===== src/rtl/core/tts_pkg.sv =====
`timescale 1ns / 1ps
// ----------------------------------------------------------------------------
// tts_pkg
// Shared types and constants for the triangle to trapezoid split block.
// ----------------------------------------------------------------------------
package tts_pkg;

  localparam int unsigned COORD_WIDTH = 16;
  // Coordinate differences need one extra bit; their products twice that.
  localparam int unsigned DIFF_WIDTH  = COORD_WIDTH + 1;
  localparam int unsigned PROD_WIDTH  = 2 * DIFF_WIDTH;

  typedef logic signed [COORD_WIDTH-1:0] coord_t;
  typedef logic signed [DIFF_WIDTH-1:0]  diff_t;
  typedef logic [1:0]                    vidx_t;

  localparam vidx_t VIDX_A = 2'd0;
  localparam vidx_t VIDX_B = 2'd1;
  localparam vidx_t VIDX_C = 2'd2;

  localparam logic [1:0] COUNT_NONE = 2'd0;
  localparam logic [1:0] COUNT_ONE  = 2'd1;
  localparam logic [1:0] COUNT_TWO  = 2'd2;

  typedef enum logic [1:0] {
    KIND_DEGEN,
    KIND_FLAT_TOP,
    KIND_FLAT_BOT,
    KIND_SPLIT
  } kind_e;

  typedef struct packed {
    coord_t a_x;
    coord_t a_y;
    coord_t b_x;
    coord_t b_y;
    coord_t c_x;
    coord_t c_y;
  } tri_t;

  typedef struct packed {
    logic [1:0] piece_count;
    logic       piece_index;
    coord_t     top_y;
    coord_t     bottom_y;
    vidx_t      left_from;
    vidx_t      left_to;
    vidx_t      right_from;
    vidx_t      right_to;
    logic       last;
  } piece_t;

  // Sorted triangle with the differences needed for the left/right test.
  typedef struct packed {
    kind_e  kind;
    vidx_t  v0;
    vidx_t  v1;
    vidx_t  v2;
    coord_t y0;
    coord_t y1;
    coord_t y2;
    diff_t  dx_mid;
    diff_t  dy_bot;
    diff_t  dx_bot;
    diff_t  dy_mid;
  } setup_t;

endpackage


===== src/rtl/core/tts_sort.sv =====
`timescale 1ns / 1ps
// ----------------------------------------------------------------------------
// tts_sort
// Orders the vertices by y, classifies the triangle and forms the edge
// differences used by the left/right decision.
// ----------------------------------------------------------------------------
module tts_sort
  import tts_pkg::*;
(
  input  tri_t   tri_i,
  output setup_t setup_o
);

  coord_t xs [3];
  coord_t ys [3];

  assign xs[0] = tri_i.a_x;
  assign xs[1] = tri_i.b_x;
  assign xs[2] = tri_i.c_x;
  assign ys[0] = tri_i.a_y;
  assign ys[1] = tri_i.b_y;
  assign ys[2] = tri_i.c_y;

  always_comb begin
    vidx_t p0;
    vidx_t p1;
    vidx_t p2;
    vidx_t t;
    logic  degen;
    kind_e kind;

    p0 = VIDX_A;
    p1 = VIDX_B;
    p2 = VIDX_C;
    t  = VIDX_A;
    if (ys[p0] > ys[p1]) begin
      t = p0; p0 = p1; p1 = t;
    end
    if (ys[p0] > ys[p2]) begin
      t = p0; p0 = p2; p2 = t;
    end
    if (ys[p1] > ys[p2]) begin
      t = p1; p1 = p2; p2 = t;
    end

    degen = (tri_i.a_y == tri_i.b_y && tri_i.a_y == tri_i.c_y) ||
            (tri_i.a_x == tri_i.b_x && tri_i.a_x == tri_i.c_x);

    // On a flat edge the vertex with the smaller x goes first; ties keep order.
    priority if (degen) begin
      kind = KIND_DEGEN;
    end else if (ys[p0] == ys[p1]) begin
      kind = KIND_FLAT_TOP;
      if (xs[p0] > xs[p1]) begin
        t = p0; p0 = p1; p1 = t;
      end
    end else if (ys[p1] == ys[p2]) begin
      kind = KIND_FLAT_BOT;
      if (xs[p1] > xs[p2]) begin
        t = p1; p1 = p2; p2 = t;
      end
    end else begin
      kind = KIND_SPLIT;
    end

    setup_o.kind   = kind;
    setup_o.v0     = p0;
    setup_o.v1     = p1;
    setup_o.v2     = p2;
    setup_o.y0     = ys[p0];
    setup_o.y1     = ys[p1];
    setup_o.y2     = ys[p2];
    setup_o.dx_mid = diff_t'(xs[p1]) - diff_t'(xs[p0]);
    setup_o.dy_bot = diff_t'(ys[p2]) - diff_t'(ys[p0]);
    setup_o.dx_bot = diff_t'(xs[p2]) - diff_t'(xs[p0]);
    setup_o.dy_mid = diff_t'(ys[p1]) - diff_t'(ys[p0]);
  end

endmodule


===== src/rtl/core/triangle_trapezoid_split.sv =====
`timescale 1ns / 1ps
// ----------------------------------------------------------------------------
// triangle_trapezoid_split
// Splits one triangle into zero, one or two trapezoids for scanline fill.
//
// A triangle is taken in any cycle in which the first stage is free, so a new
// triangle can follow in the next cycle. The first stage sorts the vertices
// and forms edge differences; the second stage performs two signed multiplies
// for the exact left/right test and loads a result buffer. The first result
// is presented once the first-stage register has loaded the result buffer.
// A degenerate or flat triangle gives one result and a general triangle
// gives two, so the single result port sets the sustained rate; the next
// triangle waits in the first stage until the last result is taken. Results
// carry the edges as vertex indices (0 = a, 1 = b, 2 = c), upper trapezoid
// first.
// ----------------------------------------------------------------------------
module triangle_trapezoid_split
  import tts_pkg::*;
(
  input  logic   clk_i,
  input  logic   rst_ni,
  input  logic   in_valid_i,
  output logic   in_ready_o,
  input  tri_t   in_i,
  output logic   out_valid_o,
  input  logic   out_ready_i,
  output piece_t out_o
);

  setup_t setup;

  logic   s1_valid_q;
  setup_t s1_q;

  logic   res_valid_q;
  logic   res_two_q;
  logic   res_idx_q;
  piece_t res_first_q;
  piece_t res_second_q;

  logic   res_final;
  logic   res_load_ok;
  logic   s1_take;
  logic   in_fire;
  logic   out_fire;

  logic signed [PROD_WIDTH-1:0] prod_l;
  logic signed [PROD_WIDTH-1:0] prod_r;
  logic                         mid_left;
  piece_t                       first_d;
  piece_t                       second_d;

  tts_sort u_sort (
    .tri_i   (in_i),
    .setup_o (setup)
  );

  assign res_final   = !res_two_q || res_idx_q;
  assign res_load_ok = !res_valid_q || (out_ready_i && res_final);
  assign s1_take     = s1_valid_q && res_load_ok;
  assign in_ready_o  = !s1_valid_q || s1_take;
  assign in_fire     = in_valid_i && in_ready_o;
  assign out_fire    = res_valid_q && out_ready_i;

  assign out_valid_o = res_valid_q;
  assign out_o       = res_idx_q ? res_second_q : res_first_q;

  // Cross-multiplied slope test: the top-to-middle edge is on the left when
  // its product does not exceed the top-to-bottom one.
  assign prod_l   = PROD_WIDTH'(s1_q.dx_mid) * PROD_WIDTH'(s1_q.dy_bot);
  assign prod_r   = PROD_WIDTH'(s1_q.dx_bot) * PROD_WIDTH'(s1_q.dy_mid);
  assign mid_left = prod_l <= prod_r;

  always_comb begin
    first_d  = '0;
    second_d = '0;
    unique case (s1_q.kind)
      KIND_DEGEN: begin
        first_d.last = 1'b1;
      end
      KIND_FLAT_TOP: begin
        first_d.piece_count = COUNT_ONE;
        first_d.top_y       = s1_q.y0;
        first_d.bottom_y    = s1_q.y2;
        first_d.left_from   = s1_q.v0;
        first_d.left_to     = s1_q.v2;
        first_d.right_from  = s1_q.v1;
        first_d.right_to    = s1_q.v2;
        first_d.last        = 1'b1;
      end
      KIND_FLAT_BOT: begin
        first_d.piece_count = COUNT_ONE;
        first_d.top_y       = s1_q.y0;
        first_d.bottom_y    = s1_q.y2;
        first_d.left_from   = s1_q.v0;
        first_d.left_to     = s1_q.v1;
        first_d.right_from  = s1_q.v0;
        first_d.right_to    = s1_q.v2;
        first_d.last        = 1'b1;
      end
      KIND_SPLIT: begin
        first_d.piece_count  = COUNT_TWO;
        first_d.top_y        = s1_q.y0;
        first_d.bottom_y     = s1_q.y1;
        second_d.piece_count = COUNT_TWO;
        second_d.piece_index = 1'b1;
        second_d.top_y       = s1_q.y1;
        second_d.bottom_y    = s1_q.y2;
        second_d.last        = 1'b1;
        if (mid_left) begin
          first_d.left_from   = s1_q.v0;
          first_d.left_to     = s1_q.v1;
          first_d.right_from  = s1_q.v0;
          first_d.right_to    = s1_q.v2;
          second_d.left_from  = s1_q.v1;
          second_d.left_to    = s1_q.v2;
          second_d.right_from = s1_q.v0;
          second_d.right_to   = s1_q.v2;
        end else begin
          first_d.left_from   = s1_q.v0;
          first_d.left_to     = s1_q.v2;
          first_d.right_from  = s1_q.v0;
          first_d.right_to    = s1_q.v1;
          second_d.left_from  = s1_q.v0;
          second_d.left_to    = s1_q.v2;
          second_d.right_from = s1_q.v1;
          second_d.right_to   = s1_q.v2;
        end
      end
      default: begin
        first_d.last = 1'b1;
      end
    endcase
  end

  always_ff @(posedge clk_i or negedge rst_ni) begin
    if (!rst_ni) begin
      s1_valid_q <= 1'b0;
    end else begin
      s1_valid_q <= in_fire || (s1_valid_q && !s1_take);
    end
  end

  always_ff @(posedge clk_i) begin
    if (in_fire) begin
      s1_q <= setup;
    end
  end

  always_ff @(posedge clk_i or negedge rst_ni) begin
    if (!rst_ni) begin
      res_valid_q <= 1'b0;
      res_two_q   <= 1'b0;
      res_idx_q   <= 1'b0;
    end else if (s1_take) begin
      res_valid_q <= 1'b1;
      res_two_q   <= (s1_q.kind == KIND_SPLIT);
      res_idx_q   <= 1'b0;
    end else if (out_fire) begin
      if (res_final) begin
        res_valid_q <= 1'b0;
      end else begin
        res_idx_q <= 1'b1;
      end
    end
  end

  always_ff @(posedge clk_i) begin
    if (s1_take) begin
      res_first_q  <= first_d;
      res_second_q <= second_d;
    end
  end

endmodule

===== config.mk =====
export PLATFORM = sky130hd
export DESIGN_NAME = triangle_trapezoid_split
export DESIGN_NICKNAME = d
export VERILOG_FILES = /design/src/rtl/core/tts_pkg.sv /design/src/rtl/core/tts_sort.sv /design/src/rtl/core/triangle_trapezoid_split.sv
export SDC_FILE = /design/constraint.sdc
export NUM_CORES = 2
export LEC_CHECK = 0
export ABC_CLOCK_PERIOD_IN_PS = 14200
export BUFFER_PORTS_ARGS = -buffer_cell sky130_fd_sc_hd__buf_2
export CAP_MARGIN = 15
export CORE_MARGIN = 4
export CORE_UTILIZATION = 35
export DETAILED_ROUTE_END_ITERATION = 12
export GPL_TIMING_DRIVEN = 1
export HOLD_SLACK_MARGIN = 0.1
export SYNTH_ARGS = -nofsm -noshare
export SYNTH_HDL_FRONTEND = slang
export SYNTH_SLANG_ARGS = --single-unit

===== constraint.sdc =====
create_clock -name clk_i -period 14.2 [get_ports clk_i]
set_clock_uncertainty 0.1 [all_clocks]
set_input_delay 2.13 -clock clk_i [delete_from_list [all_inputs] [get_ports clk_i]]
set_output_delay 2.13 -clock clk_i [all_outputs]
set_load 0.005 [all_outputs]

==> reports/qor_table.md <==
| Parameter | This run | Unit |
|:---|:---|:---|
| Outcome | finished, final reports clean | - |
| Via count of the first global-routing pass | 32700 | - |
| Number of storage elements in the synthesis netlist | 209 | - |
| Wire length per cell | 21.1 | µm |
| Number of warnings printed during yosys synthesis | 0 | - |
| TritonRoute pass-1 iters | 6 | - |
| Proportion of synthesized chip area in sequential cells | 15.5 | % |
| GRT Resource Usage Total | 21.1 | % |
| Final-layout fill cell count | 11500 | - |
| Worst-path clk slew | 70 | ps |
| Worst setup path category | in -> reg | - |
| Longest Clk Path Bufs | 3 | - |
| Slew @ Worst Pin | 1200 | ps |
| Basic-gate share of the synthesized area counting and, or, nand and nor cells | 16.0 | % |
| Flop2flop setup slack | 3740 | ps |
| Unrepaired setup endpoints after global routing | false | - |
| Share of the synthesized area in the top cell type | 29.6 | % |
| Die span in y | 347 | µm |
| Share of flip-flops with an asynchronous set or reset after synthesis | 1.91 | % |
| Count of flip-flops with a built-in enable after synthesis | 205 | - |
| Final Critical Period | 13340 | ps |
| Kind of end point of the critical path | flop | - |
| Post-route ant nets | 0 | - |
| Worst min-delay path class | reg -> reg | - |
| Placeable core region | 0.114 | mm² |
| Largest net degree at the start of global routing | 83 | - |
| Drt initial violations | 2500 | - |
| Final sum of negative setup slack | 0 | ps |
| Startpoint type of the worst setup path | input pin | - |
| Number of setup violations in the final report | 0 | - |
| Period utilization | 93.9 | % |
| Share of synthesized area spent on multiplexers | 3.62 | % |
| Most frequent standard cell in the layout excluding fill and tap cells | inv_1 | - |
| Required time of the critical path | 14330 | ps |
| Main combinational cell family by area after synthesis | adder cells | - |
| Relative max-transition margin | 19.1 | % |
| DR vias/cell | 5.24 | - |
| Primary flip-flop cell chosen by synthesis mapping | edfxtp_1 | - |
| Global-route wire length before repair | 199 | mm |
| Wire length after detailed routing | 128 | mm |
| Highest clock frequency the design can meet | 0.0750 | GHz |
| Drt drc | 0 | - |
| Congestion Overflow GR | 0 | - |
| Initial antenna violation count | 2 | - |
| Clock tree root buffer cell | clkbuf_16 | - |
| Count of endpoints failing hold in the final timing report | 0 | - |
| Max FO, Critical Path | 14 | - |
| Adder-cell share of the synthesized area | 39.7 | % |
| Fraction of the mapped netlist area in compound gates | 11.7 | % |
| Relative area change from synthesis to final layout | 9.60 | % |
| Critical Path Most Common Cell | ha_1 | - |
| Source-to-sink clock delay at the later pin of the worst-skew pair | 500 | ps |
| Synthesized cell area | 0.0403 | mm² |
| Post-synthesis instance total | 4425 | - |
| Number of nets produced by synthesis | 5440 | - |
| Number of clock sinks | 209 | - |
| Die outline area | 0.121 | mm² |
| Horiz. Die Dim | 347 | µm |
| Leading post-synthesis cells by cell area | fa_1, edfxtp_1, ha_1 | - |
| Dpl hpwl | 104 | mm |
| Max Cap Viol | 0 | - |
| Average footprint of a synthesized cell | 9.12 | µm² |
| Largest stage delay, worst path | 620 | ps |
| Synth area leader | fa_1 | - |
| Clock tree from TritonCTS | yes | - |
| Gpl congestion | 0.955 | - |
| Count of input and output buffers | 145 | - |
| Distinct cell type count of the synthesized netlist | 108 | - |
| Highest-count cells in the layout ignoring fill and taps | inv_1, fa_1, nand2_1 | - |
| H-tree depth | 1 | - |
| Post-synthesis share of cell area spent on xor and xnor gates | 4.26 | % |
| Share of post-route cells with drive strength above 1 | 11.0 | % |
| Total Nets Final | 5574 | - |
| Final max-slew violation count | 0 | - |
| Number of buffers created by CTS | 18 | - |
| WP data arrival | 13460 | ps |
| Placed cell areas | 0.0436 | mm² |
| Cell with the largest stage delay on the worst path | or4_4 | - |
| Total I/O pin count | 146 | - |
| Starting density of the core | 35.3 | % |
| DR vias | 31900 | - |
| Cell Rows | 124 | - |
| Layout Cell Area excl Fill | 0.0442 | mm² |
## final timing paths
path	to	cells past startpoint	from
worst max register to register	res_first_q[5]	39	s1_q[54]
max in group asynchronous	res_idx_q	1	rst_ni
worst max-delay path	s1_q[32]	53	in_i[44]
min in group asynchronous	s1_valid_q	1	rst_ni
worst min-delay path	res_two_q	1	res_two_q
worst min register to register	res_two_q	1	res_two_q
## worst max-delay path, delay by kind of cell
kind / cells / cell delay [ps]
compound gates: 21 / 4590
fa+ha+maj: 5 / 1480
buf+inv: 9 / 1360
mux: 1 / 150
simple gates: 17 / 3720
## final cells by class
class	count	area, µm²	area share (%)
diodes	3	7.51	0.0170
clock buffers	22	465	1.05
clock inverters	10	73.8	0.167
inverters	749	2820	6.38
multi-input cells	3250	30500	69.1
flip-flops and latches	209	6260	14.2
well taps	1512	1890	4.28
repair buffers	331	2160	4.88
## metal layers
layer / wire [µm] / GRT usage [%]
met5: 0 / 0
met4: 3530 / 5.10
met3: 6130 / 1.43
met2: 63400 / 37.3
met1: 55100 / 28.3
## kinds of logic after synthesis
family,count (synthesis)
AO/OA/AOI/OAI,701
XOR/XNOR,196
adder cells (fa/ha/maj),926
buffers and inverters,966
flip-flops,209
multiplexers,139
AND/OR/NAND/NOR,1288
## through the flow
stage,util [%],setup slack (ps),hold slack [ps],instances
final,38.7,865,408,6086
after global routing,38.7,41.0,437,6083
after CTS,38.6,674,413,6079
after detailed placement,38.1,213,398,6047
after global placement,38.1,294,381,6047
after floorplan,-,12.9,365,4425
## synth_stat cells, drive strengths merged, types with 13 or more instances
library cell and n:
a21o 46, mux2 51, mux2i 88, nand4 23
o21a 16, xnor2 134, and2 334, a21boi 13
or2 16, o22ai 31, or3 17, ha 319
nand2b 53, nand2 485, a31oi 33, a211oi 18
a21oi 201, nand3 43, nor4 22, clkbuf 186
buf 31, edfxtp 205, nor2 174, o211ai 14
a221oi 17, inv 746, fa 596, o21ai 147
o21bai 31, nor3 51, nor2b 18, a22oi 20
and3 25, xor2 62
## flip-flops by register name (all words and copies together) (netlist names)
register      flops
res_idx_q         1
res_two_q         1
res_second_q     38
s1_q            124
out_valid_o       1
s1_valid_q        1
res_first_q      43
## what timing repair did
action	CTS	global route
hold buffers	0	0
endpoints found under the setup margin	0	14
gates resized for setup	0	2
buffers inserted	0	4
Power is not shown: default switching activity piles up to over one toggle a cycle in this logic, so the estimate is an artifact.
